[src/sv/rsc_pkg.sv]
`timescale 1ns / 1ps
`default_nettype none

package rsc_pkg;

	localparam int WORD_W    = 32;
	localparam int NUM_WORDS = 8;
	localparam int CFG_W     = 64;
	localparam int ADDR_W    = 4;

	// Counter increments, used in turn for counter words 0..7.
	localparam logic [WORD_W-1:0] STEP_CONST_A = 32'h4d34d34d;
	localparam logic [WORD_W-1:0] STEP_CONST_B = 32'hd34d34d3;
	localparam logic [WORD_W-1:0] STEP_CONST_C = 32'h34d34d34;

	localparam logic [WORD_W-1:0] MASK_LO = 32'h0000ffff;
	localparam logic [WORD_W-1:0] MASK_HI = 32'hffff0000;

	// Sequencer limits: a round runs steps 0..9, key setup runs rounds 0..3.
	localparam logic [3:0] LAST_WORD_STEP   = 4'd7;
	localparam logic [3:0] FIRST_G_STEP     = 4'd2;
	localparam logic [3:0] LAST_STEP        = 4'd9;
	localparam logic [1:0] LAST_SETUP_ROUND = 2'd3;

	typedef logic [WORD_W-1:0] word_t;

	typedef struct packed {
		word_t k3;
		word_t k2;
		word_t k1;
		word_t k0;
	} rsc_key_t;

	typedef enum logic [2:0] {
		ST_IDLE,
		ST_LOAD,
		ST_ROUND,
		ST_COMB,
		ST_MOD,
		ST_EMIT
	} rsc_state_t;

	function automatic word_t step_const(input logic [2:0] idx);
		word_t c;
		case (idx)
			3'd0, 3'd3, 3'd6: c = STEP_CONST_A;
			3'd1, 3'd4, 3'd7: c = STEP_CONST_B;
			default:          c = STEP_CONST_C;
		endcase
		return c;
	endfunction

	function automatic word_t rot16(input word_t v);
		return {v[15:0], v[31:16]};
	endfunction

	function automatic word_t rot8(input word_t v);
		return {v[23:0], v[31:24]};
	endfunction

endpackage

`default_nettype wire

[src/sv/rsc_gunit.sv]
`timescale 1ns / 1ps
`default_nettype none

// Shared g-function unit: registers the operand, squares it, and folds the
// 64-bit square into 32 bits; the square is registered before the fold.
module rsc_gunit (
	input  wire             clk,
	input  rsc_pkg::word_t  x,
	output rsc_pkg::word_t  g
);
	import rsc_pkg::*;

	word_t                 x_s1;
	logic  [2*WORD_W-1:0]  sq_s2;

	always_ff @(posedge clk) begin
		x_s1  <= x;
		sq_s2 <= {{WORD_W{1'b0}}, x_s1} * {{WORD_W{1'b0}}, x_s1};
	end

	assign g = sq_s2[2*WORD_W-1:WORD_W] ^ sq_s2[WORD_W-1:0];

endmodule

`default_nettype wire

[config.mk]
export PLATFORM = sky130hd
export DESIGN_NAME = rsc_gunit
export DESIGN_NICKNAME = d
export VERILOG_FILES = /design/src/sv/rsc_pkg.sv /design/src/sv/rsc_gunit.sv
export SDC_FILE = /design/constraint.sdc
export NUM_CORES = 2
export LEC_CHECK = 0
export BUFFER_PORTS_ARGS = -buffer_cell sky130_fd_sc_hd__buf_4
export CELL_PAD_IN_SITES_DETAIL_PLACEMENT = 1
export CELL_PAD_IN_SITES_GLOBAL_PLACEMENT = 2
export CORE_MARGIN = 4
export CORE_UTILIZATION = 43
export CTS_CLUSTER_SIZE = 14
export DETAILED_ROUTE_END_ITERATION = 16
export PLACE_DENSITY_LB_ADDON = 0.1
export SYNTH_ARGS = -nofsm -noshare
export SYNTH_HDL_FRONTEND = slang
export SYNTH_SLANG_ARGS = --single-unit
[constraint.sdc]
create_clock -name clk -period 9.2 [get_ports clk]
set_input_delay 1.84 -clock clk [delete_from_list [all_inputs] [get_ports clk]]
set_output_delay 1.84 -clock clk [all_outputs]
set_load 0.05 [all_outputs]
==> results_tabular.tex <==
\begin{tabular}{lr}
\hline
Metric & Value \\
\hline
\multicolumn{2}{l}{\textbf{Place}} \\
Number of cells after detailed placement & 4290 \\
Dpl cell area & 33400 µm² \\
Post-detailed-placement half-perimeter wirelength & 85.3 mm \\
Buffers added on ports & 64 \\
GPL Wtd Cong & 0.867 \\
\multicolumn{2}{l}{\textbf{Cells and area}} \\
Count of non-filler cells in the finished layout & 4309 \\
Net total in the final layout & 4466 \\
Most frequent cells in the layout & inv\_1, fa\_1, ha\_1 \\
Fill cell count & 8301 \\
Final design instance area without fill & 33700 µm² \\
Most frequent standard cell in the layout excluding fill and tap cells & inv\_1 \\
Growth of design area from synthesis to finish & 6.28\% \\
Layout cell share with drive strength beyond 1 & 4.66\% \\
\multicolumn{2}{l}{\textbf{Worst setup path}} \\
Worst R2R Setup Slack & 0.75 ns \\
Path depth of the worst reg2reg path & 21 \\
Worst r2r src & x\_s1[16] \\
Startpoint of the most critical setup path & x\_s1[16] \\
CP endpoint kind & flip-flop \\
Critical path data arrival time & 8.75 ns \\
Crit Reg-Reg Endpoint & sq\_s2[62] \\
Startpoint type of the worst setup path & flip-flop \\
Kind of critical path & flip-flop to flip-flop \\
Crit path max fanout & 10 \\
End point of the critical path & sq\_s2[62] \\
Required time at the endpoint of the critical path & 9.50 ns \\
\multicolumn{2}{l}{\textbf{CTS}} \\
CTS tree & yes \\
Number of resized instances in the post-cts repair step & 0 \\
Total clock sinks & 95 \\
Root Buffer Master & clkbuf\_16 \\
Quantity of hold-fixing buffers added after cts & 0 \\
Htree depth & 3 \\
Worst skew pair latency & 0.42 ns \\
Number of buffers between clock root and the deepest sink & 2 \\
Num CTS Buffers & 9 \\
Total setup buffers inserted after CTS & 0 \\
Clock input transition at the sequential cells of the worst setup and hold paths & 0.11 ns \\
\multicolumn{2}{l}{\textbf{Timing}} \\
Worst hold margin & 0.597 ns \\
Min Tclk post-route & 8.45 ns \\
Largest clock skew in the final design & 0.0351 ns \\
Final Slew Violations & 0 \\
Final setup violation count & 0 \\
Final Hold Vio Count & 0 \\
Worst slew pin tran & 1.11 ns \\
Max Clk Rate & 118 MHz \\
Setup TNS Final & 0 ns \\
Slew headroom & 25.9\% \\
Setup repair after global routing missed its margin & no \\
Post-route fraction of the period consumed by the critical path & 91.8\% \\
\multicolumn{2}{l}{\textbf{Route}} \\
Final wirelength & 98.1 mm \\
Count of unresolved DRC violations after routing & 0 \\
1st-iter DRT viols & 972 \\
Vias per cell & 5.02 \\
Post-route ant nets & 0 \\
Average wire length per cell after detail routing & 22.8 µm \\
Via count & 21700 \\
Pre-Repair DR Iteration Count & 5 \\
\multicolumn{2}{l}{\textbf{Yosys}} \\
Post-synthesis register bit count & 95 \\
Post-synthesis area per instance & 9.53 µm² \\
Area of the mapped netlist & 31700 µm² \\
Warnings from Yosys & 0 \\
Fraction of registers with async set/reset & 0\% \\
Cell types occupying the most area after synthesis & fa\_1, ha\_1, inv\_1, dfxtp\_1, and2\_1 \\
Post-synthesis cell type with the largest combined area & fa\_1 \\
Number of synthesized flops with an enable pin & 0 \\
Count of unique library cells instantiated by Yosys & 58 \\
Number of nets in the synthesized netlist & 4456 \\
Sequential area share after synthesis & 5.99\% \\
Most used DFF post-synth & dfxtp\_1 \\
Post-synthesis cell count & 3332 \\
Proportion of netlist area held by the largest area contributor & 49.9\% \\
\multicolumn{2}{l}{\textbf{Hold path}} \\
WHS Path Cells & 1 \\
Type of the tightest min-delay check & flip-flop to flip-flop \\
\multicolumn{2}{l}{\textbf{Global route}} \\
Vias in the first global route & 25900 \\
Gr usage total & 26.3\% \\
Antenna violations before repair & 9 \\
Pin count of the biggest net entering global routing & 35 \\
Wire length of the first global-routing pass & 155 mm \\
Total overflow reported by the global router & 0 \\
\multicolumn{2}{l}{\textbf{Job}} \\
Max-cap viol count & 0 \\
\multicolumn{2}{l}{\textbf{Die}} \\
Area enclosed by the die boundary & 78200 µm² \\
Initial standard-cell utilization of the core & 43.4\% \\
Cell Rows & 99 \\
Boundary pin count & 65 \\
Die height & 280 µm \\
Width of the die & 280 µm \\
Floorplan core area & 73100 µm² \\
\multicolumn{2}{l}{\textbf{Outcome}} \\
Status & completed \\
\hline
\end{tabular}
## Yosys cell counts (all sizes together), types with 2 or more instances
master / instances
a2111oi: 2
a211o: 2
a211oi: 2
a21boi: 3
a21o: 38
a21oi: 77
a221o: 2
a221oi: 3
a31o: 11
a31oi: 15
a41oi: 5
and2: 246
and3: 4
and4: 5
buf: 2
clkbuf: 118
dfxtp: 95
fa: 792
ha: 299
inv: 971
mux2i: 3
nand2: 291
nand2b: 5
nand3: 11
nand4: 14
nor2: 55
nor2b: 13
nor3: 12
nor4: 2
o211a: 2
o211ai: 2
o21a: 6
o21ai: 38
o21bai: 17
o221ai: 3
o22ai: 2
o2bb2ai: 2
o31a: 2
o31ai: 4
o41ai: 2
or2: 6
or3: 5
or4: 2
xnor2: 57
xor2: 76
## logic make-up after synthesis
kind of cell,Yosys count,synth area share (%)
AO/OA/AOI/OAI,245,5.05
XOR/XNOR,133,3.67
adder cells (fa/ha/maj),1091,61.7
buffers and inverters,1091,12.9
flip-flops,95,5.99
multiplexers,4,0.130
AND/OR/NAND/NOR,673,10.5
## worst min-delay path by stage
stage,startpoint,end,slack [ns]
after CTS,x_s1[0],sq_s2[0],0.61
final,x_s1[0],sq_s2[0],0.60
after floorplan,x_s1[0],sq_s2[0],0.38
after global placement,x_s1[0],sq_s2[0],0.59
after detailed placement,x_s1[0],sq_s2[0],0.59
after global routing,x_s1[0],sq_s2[0],0.62
## cell type report
type	count	area, µm²	area share [%]
inverter	971	3640	10.8
antenna	3	7.51	0.0223
clock inverter	7	83.8	0.248
tap	959	1200	3.56
clock buffer	9	225	0.668
timing repair buffer	119	931	2.76
sequential	95	1900	5.64
multi-input combinational	2146	25700	76.3
## metrics by stage
step           utilization (%)  worst slack [ns]
4_1_cts                   46.1             0.679
2_1_floorplan                -              1.57
6_report                  46.2             0.755
3_5_place_dp              45.7             0.742
5_1_grt                   46.1             0.325
3_3_place_gp              45.7             0.845
## critical path, stage by stage, from the launching register on
cell       delay, ns
dfxtp_1         0.69
inv_1           0.39
nor2_1          0.30
fa_1            0.48
fa_1            0.55
inv_1           0.05
fa_1            0.49
fa_1            0.51
inv_1           0.06
fa_1            0.57
fa_1            0.45
fa_1            0.48
fa_1            0.64
ha_1            0.34
a21oi_1         0.30
o21bai_1        0.10
a221o_1         0.37
o2bb2ai_1       0.15
a311o_1         0.42
a21o_1          0.30
or4_1           0.48
and4_1          0.19
## layer usage
metal	vias to the layer above	global-route usage [%]	part of all wire, %
li1	9686	-	-
met1	11500	33.3	42
met2	350	45.8	50
met3	140	4.69	4.2
met4	6	9.02	3.8
met5	-	0	0.042
## registers in the layout (all words and copies together), names as in the netlist
| name | count |
|---|---|
| x_s1 | 32 |
| sq_s2 | 63 |
Power is not shown: default switching activity piles up to over one toggle a cycle in this logic, so the estimate is an artifact.
