### config.mk
export PLATFORM = sky130hd
export DESIGN_NAME = rsc_regs
export DESIGN_NICKNAME = d
export VERILOG_FILES = /design/src/sv/rsc_pkg.sv /design/src/sv/rsc_regs.sv
export SDC_FILE = /design/constraint.sdc
export NUM_CORES = 1
export LEC_CHECK = 0
export BUFFER_PORTS_ARGS = -buffer_cell sky130_fd_sc_hd__buf_2
export CAP_MARGIN = 20
export CELL_PAD_IN_SITES_DETAIL_PLACEMENT = 0
export CELL_PAD_IN_SITES_GLOBAL_PLACEMENT = 1
export CORE_ASPECT_RATIO = 1.5
export CORE_MARGIN = 4
export CORE_UTILIZATION = 40
export CTS_CLUSTER_DIAMETER = 60
export CTS_CLUSTER_SIZE = 10
export DETAILED_ROUTE_END_ITERATION = 7
export PLACE_DENSITY_LB_ADDON = 0.12
export REMOVE_ABC_BUFFERS = 1
export SYNTH_ARGS = -nofsm -noshare
export SYNTH_HDL_FRONTEND = slang
export SYNTH_SLANG_ARGS = --single-unit
### constraint.sdc
create_clock -name clk -period 2.84 [get_ports clk]
set_input_delay 0.568 -clock clk [delete_from_list [all_inputs] [get_ports clk]]
set_output_delay 0.568 -clock clk [all_outputs]
set_load 0.1 [all_outputs]
### src/sv/rsc_pkg.sv
`timescale 1ns / 1ps
`default_nettype none

package rsc_pkg;

	localparam int WORD_W    = 32;
	localparam int NUM_WORDS = 8;
	localparam int CFG_W     = 64;
	localparam int ADDR_W    = 4;

	// Counter increments, used in turn for counter words 0..7.
	localparam logic [WORD_W-1:0] STEP_CONST_A = 32'h4d34d34d;
	localparam logic [WORD_W-1:0] STEP_CONST_B = 32'hd34d34d3;
	localparam logic [WORD_W-1:0] STEP_CONST_C = 32'h34d34d34;

	localparam logic [WORD_W-1:0] MASK_LO = 32'h0000ffff;
	localparam logic [WORD_W-1:0] MASK_HI = 32'hffff0000;

	// Sequencer limits: a round runs steps 0..9, key setup runs rounds 0..3.
	localparam logic [3:0] LAST_WORD_STEP   = 4'd7;
	localparam logic [3:0] FIRST_G_STEP     = 4'd2;
	localparam logic [3:0] LAST_STEP        = 4'd9;
	localparam logic [1:0] LAST_SETUP_ROUND = 2'd3;

	typedef logic [WORD_W-1:0] word_t;

	typedef struct packed {
		word_t k3;
		word_t k2;
		word_t k1;
		word_t k0;
	} rsc_key_t;

	typedef enum logic [2:0] {
		ST_IDLE,
		ST_LOAD,
		ST_ROUND,
		ST_COMB,
		ST_MOD,
		ST_EMIT
	} rsc_state_t;

	function automatic word_t step_const(input logic [2:0] idx);
		word_t c;
		case (idx)
			3'd0, 3'd3, 3'd6: c = STEP_CONST_A;
			3'd1, 3'd4, 3'd7: c = STEP_CONST_B;
			default:          c = STEP_CONST_C;
		endcase
		return c;
	endfunction

	function automatic word_t rot16(input word_t v);
		return {v[15:0], v[31:16]};
	endfunction

	function automatic word_t rot8(input word_t v);
		return {v[23:0], v[31:24]};
	endfunction

endpackage

`default_nettype wire

### src/sv/rsc_regs.sv
`timescale 1ns / 1ps
`default_nettype none

// Key registers behind the APB-style port. Register 0 at byte 0, register 1 at byte 8.
module rsc_regs (
	input  wire                           clk,
	input  wire                           arst_n,
	input  wire                           psel,
	input  wire                           penable,
	input  wire                           pwrite,
	input  wire  [rsc_pkg::ADDR_W-1:0]    paddr,
	input  wire  [rsc_pkg::CFG_W-1:0]     pwdata,
	output logic [rsc_pkg::CFG_W-1:0]     prdata,
	output logic                          pready,
	output rsc_pkg::rsc_key_t             key
);
	import rsc_pkg::*;

	logic [CFG_W-1:0] key_low_q;
	logic [CFG_W-1:0] key_high_q;
	logic             wr_en;

	assign pready = 1'b1;
	assign wr_en  = psel & penable & pwrite & pready;

	always_ff @(posedge clk or negedge arst_n) begin
		if (!arst_n) begin
			key_low_q  <= '0;
			key_high_q <= '0;
		end else if (wr_en) begin
			if (paddr[3]) begin
				key_high_q <= pwdata;
			end else begin
				key_low_q <= pwdata;
			end
		end
	end

	assign prdata = paddr[3] ? key_high_q : key_low_q;

	assign key.k0 = key_low_q[31:0];
	assign key.k1 = key_low_q[63:32];
	assign key.k2 = key_high_q[31:0];
	assign key.k3 = key_high_q[63:32];

endmodule

`default_nettype wire

==> out/results.md <==
| Group | Parameter | Value |
|---|---|---|
| status | Status | finished, final reports clean |
| layout | Most common cell after layout, fill and taps aside | sky130_fd_sc_hd__buf_2 |
| worst hold path | Class of the tightest hold or removal check | primary input to asynchronous set/reset pin |
| place | Port buffer count | 261 |
| route | Number of design-rule violations left by the first detailed-router iteration | 81 |
| sta | Portion of the clock cycle consumed by the worst path in the final layout | 81.7% |
| layout | Signed area change from the synthesized netlist to the final layout | 53.5% |
| clock network | Clk sink count | 128 |
| setup path | R2r setup slk | 2.03 ns |
| floorplan | Vertical die dimension | 155 µm |
| clock network | TritonCTS clock tree | done |
| setup path | Type of element capturing the critical path | primary output |
| setup path | Peak per-stage delay on the critical path | 0.39 ns |
| layout | Share of cells above drive strength 1 | 78.3% |
| floorplan | IO Count | 266 |
| clock network | Number of buffers on the longest clock path | 2 |
| floorplan | Number of rows in the core area | 53 |
| logic synthesis | Cell type contributing the most total cell area after synthesis | sky130_fd_sc_hd__dfrtp_1 |
| logic synthesis | Yosys cell types | 10 |
| global route | Vias in the first global route | 4,357 |
| floorplan | Full die area | 16,500 µm² |
| setup path | Worst Setup Start Kind | primary input |
| route | Post-route antenna net violation count | 0 |
| clock network | Latest clock arrival within the worst-skew pair | 0.40 ns |
| sta | Final Hold Vio Count | 0 |
| setup path | Worst setup path class | primary input to primary output |
| setup path | Required time worst endpoint | 2.27 ns |
| layout | Antenna diode count | 0 |
| logic synthesis | Cell count after synthesis | 344 |
| logic synthesis | Area share of the largest cell type after synthesis | 55.4% |
| clock network | Count of cells resized by post-cts repair | 0 |
| setup path | Arr. time, crit path | 1.75 ns |
| floorplan | Width of the die | 106 µm |
| clock network | Post-CTS Setup Bufs | 0 |
| layout | Layout filler cell count | 1,142 |
| clock network | CTS hold repair buffers | 0 |
| route | Per-cell routed wire length | 18.6 µm |
| setup path | Top cell family by delay on the critical path | buffers and inverters |
| floorplan | Effective utilization at floorplan | 41.0% |
| logic synthesis | Top cells by area in the synthesized netlist | sky130_fd_sc_hd__dfrtp_1 55%, sky130_fd_sc_hd__mux2_2 25%, sky130_fd_sc_hd__mux2_4 16% |
| sta | Fin. max-slew vios | 0 |
| logic synthesis | Warning count from the yosys run | 0 |
| sta | Worst Max-Slew Pin Slew | 0.598 ns |
| logic synthesis | Mean post-synth cell area | 16.8 µm² |
| clock network | Clk slew on worst S/H paths | 0.06 ns |
| global route | Antenna violations before repair | 0 |
| setup path | Ordered cell list for the critical path | buf_2, buf_12, mux2_2, buf_12 |
| global route | Global-route usage over all layers | 18.4% |
| logic synthesis | Register bit total from synthesis | 128 |
| global route | Maximum number of pins on one net before global-route repair | 62 |
| route | Via count | 3,926 |
| setup path | Biggest fanout along the worst timing path | 33 |
| setup path | Combined buffer and inverter count along the critical path | 3 |
| sta | Setup ws final | 0.520 ns |
| sta | Final hold slack | 0.164 ns |
| route | Residual DRC | 0 |
| route | Total Wirelength | 15.2 mm |
| clock network | TritonCTS buffer count | 17 |
| place | Pre-CTS setup slack | 0.510 ns |
| sta | Largest clock skew in the final design | 0 ns |
| floorplan | Area of the core | 14,100 µm² |
| global route | Global-route wire length before repair | 23.7 mm |
| sta | Finish-stage setup viols | 0 |
| sta | Post-layout min period | 2.32 ns |
| clock network | Clock tree root buffer cell | sky130_fd_sc_hd__clkbuf_16 |
| logic synthesis | Total standard cell area after synthesis | 5790 µm² |
| setup path | Dominant cell type by count on the critical path | sky130_fd_sc_hd__buf_12 |
| route | Vias/cell | 4.80 |
| sta | Max-slew headroom at the worst pin | 60.1% |
| clock network | Number of H-tree levels | 4 |
| place | Weighted congestion at the end of routability-driven global placement | 0.779 |
| layout | Top library cells by usage in the layout, fill and taps aside | 196 x sky130_fd_sc_hd__buf_2, 128 x sky130_fd_sc_hd__dfrtp_1, 127 x sky130_fd_sc_hd__mux2_2, 68 x sky130_fd_sc_hd__buf_12, 60 x sky130_fd_sc_hd__mux2_4 |
| place | Detail Placement HPWL | 11.4 mm |
| sta | Timing-limited maximum frequency | 431 MHz |
| route | Detailed-routing iteration count for the pre-antenna-repair pass | 4 |
| sta | Setup repair after global routing missed its margin | false |
| layout | Final #Nets | 687 |
| logic synthesis | Seq/Total Area, Yosys | 55.4% |
| setup path | CP max stage cell | sky130_fd_sc_hd__mux2_2 |
| run | Max-cap violations | 0 |
| global route | Remaining global-route overflow | 0 |
[flip-flops by register name, summed over array words and instances, names as in the netlist]
signal	flops
key_high_q	64
key_low_q	64
[per-layer routing]
layer | global-route usage, % | up-vias | wire length [µm]
met5 | 0 | - | 0
met4 | 5.00 | 0 | 133
met3 | 5.77 | 11 | 1090
met2 | 33.9 | 152 | 8430
met1 | 20.3 | 1980 | 5550
li1 | - | 1783 | -
[synth_stat cells]
| library cell | count |
|---|---|
| sky130_fd_sc_hd__buf_2 | 7 |
| sky130_fd_sc_hd__dfrtp_1 | 128 |
| sky130_fd_sc_hd__nand4_4 | 1 |
| sky130_fd_sc_hd__buf_4 | 8 |
| sky130_fd_sc_hd__conb_1 | 1 |
| sky130_fd_sc_hd__nand4b_1 | 1 |
| sky130_fd_sc_hd__mux2_1 | 5 |
| sky130_fd_sc_hd__mux2_2 | 127 |
| sky130_fd_sc_hd__buf_6 | 6 |
| sky130_fd_sc_hd__mux2_4 | 60 |
[through the flow]
stage	util [%]	cells	TNS, ns	area (µm²)
3_3_place_gp	58.5	787	0	8270
6_report	62.9	818	0	8880
5_1_grt	62.9	818	0	8880
4_1_cts	62.9	818	0	8880
3_5_place_dp	58.5	787	0	8270
2_1_floorplan	-	323	-118.40	5620
[layout make-up]
| type | instances | area (µm²) | share of cell area (%) |
|---|---|---|---|
| tap | 192 | 240 | 2.70 |
| timing repair buffer | 272 | 2400 | 27.0 |
| clock inverter | 13 | 188 | 2.11 |
| clock buffer | 18 | 429 | 4.83 |
| multi-input combinational | 195 | 2420 | 27.3 |
| sequential | 128 | 3200 | 36.1 |
[path summary, 6_finish.rpt]
path,from,endpoint,cells after the start
worst max-delay path,paddr[3],prdata[24],4
worst min-delay path,arst_n,key_high_q[17],1
worst max register to register,key_low_q[29],key_low_q[29],1
worst min register to register,key_high_q[11],key_high_q[11],1
max in group asynchronous,arst_n,key_low_q[35],2
min in group clk,pwdata[11],key_high_q[11],2
[cell families (layout without fill, tap and decap cells)]
group                  count (synthesis)  count (layout)  share of synthesized area [%]
muxes                                192             192                           41.3
DFF                                  128             128                           55.4
buffers and inverters                 21             303                           2.81
and+or+nand+nor                        2               2                          0.519
other                                  1               1                         0.0648
Power is left out: the tool's default activity adds up to more than one toggle a clock period on the data nets, which glitch-free logic cannot reach.
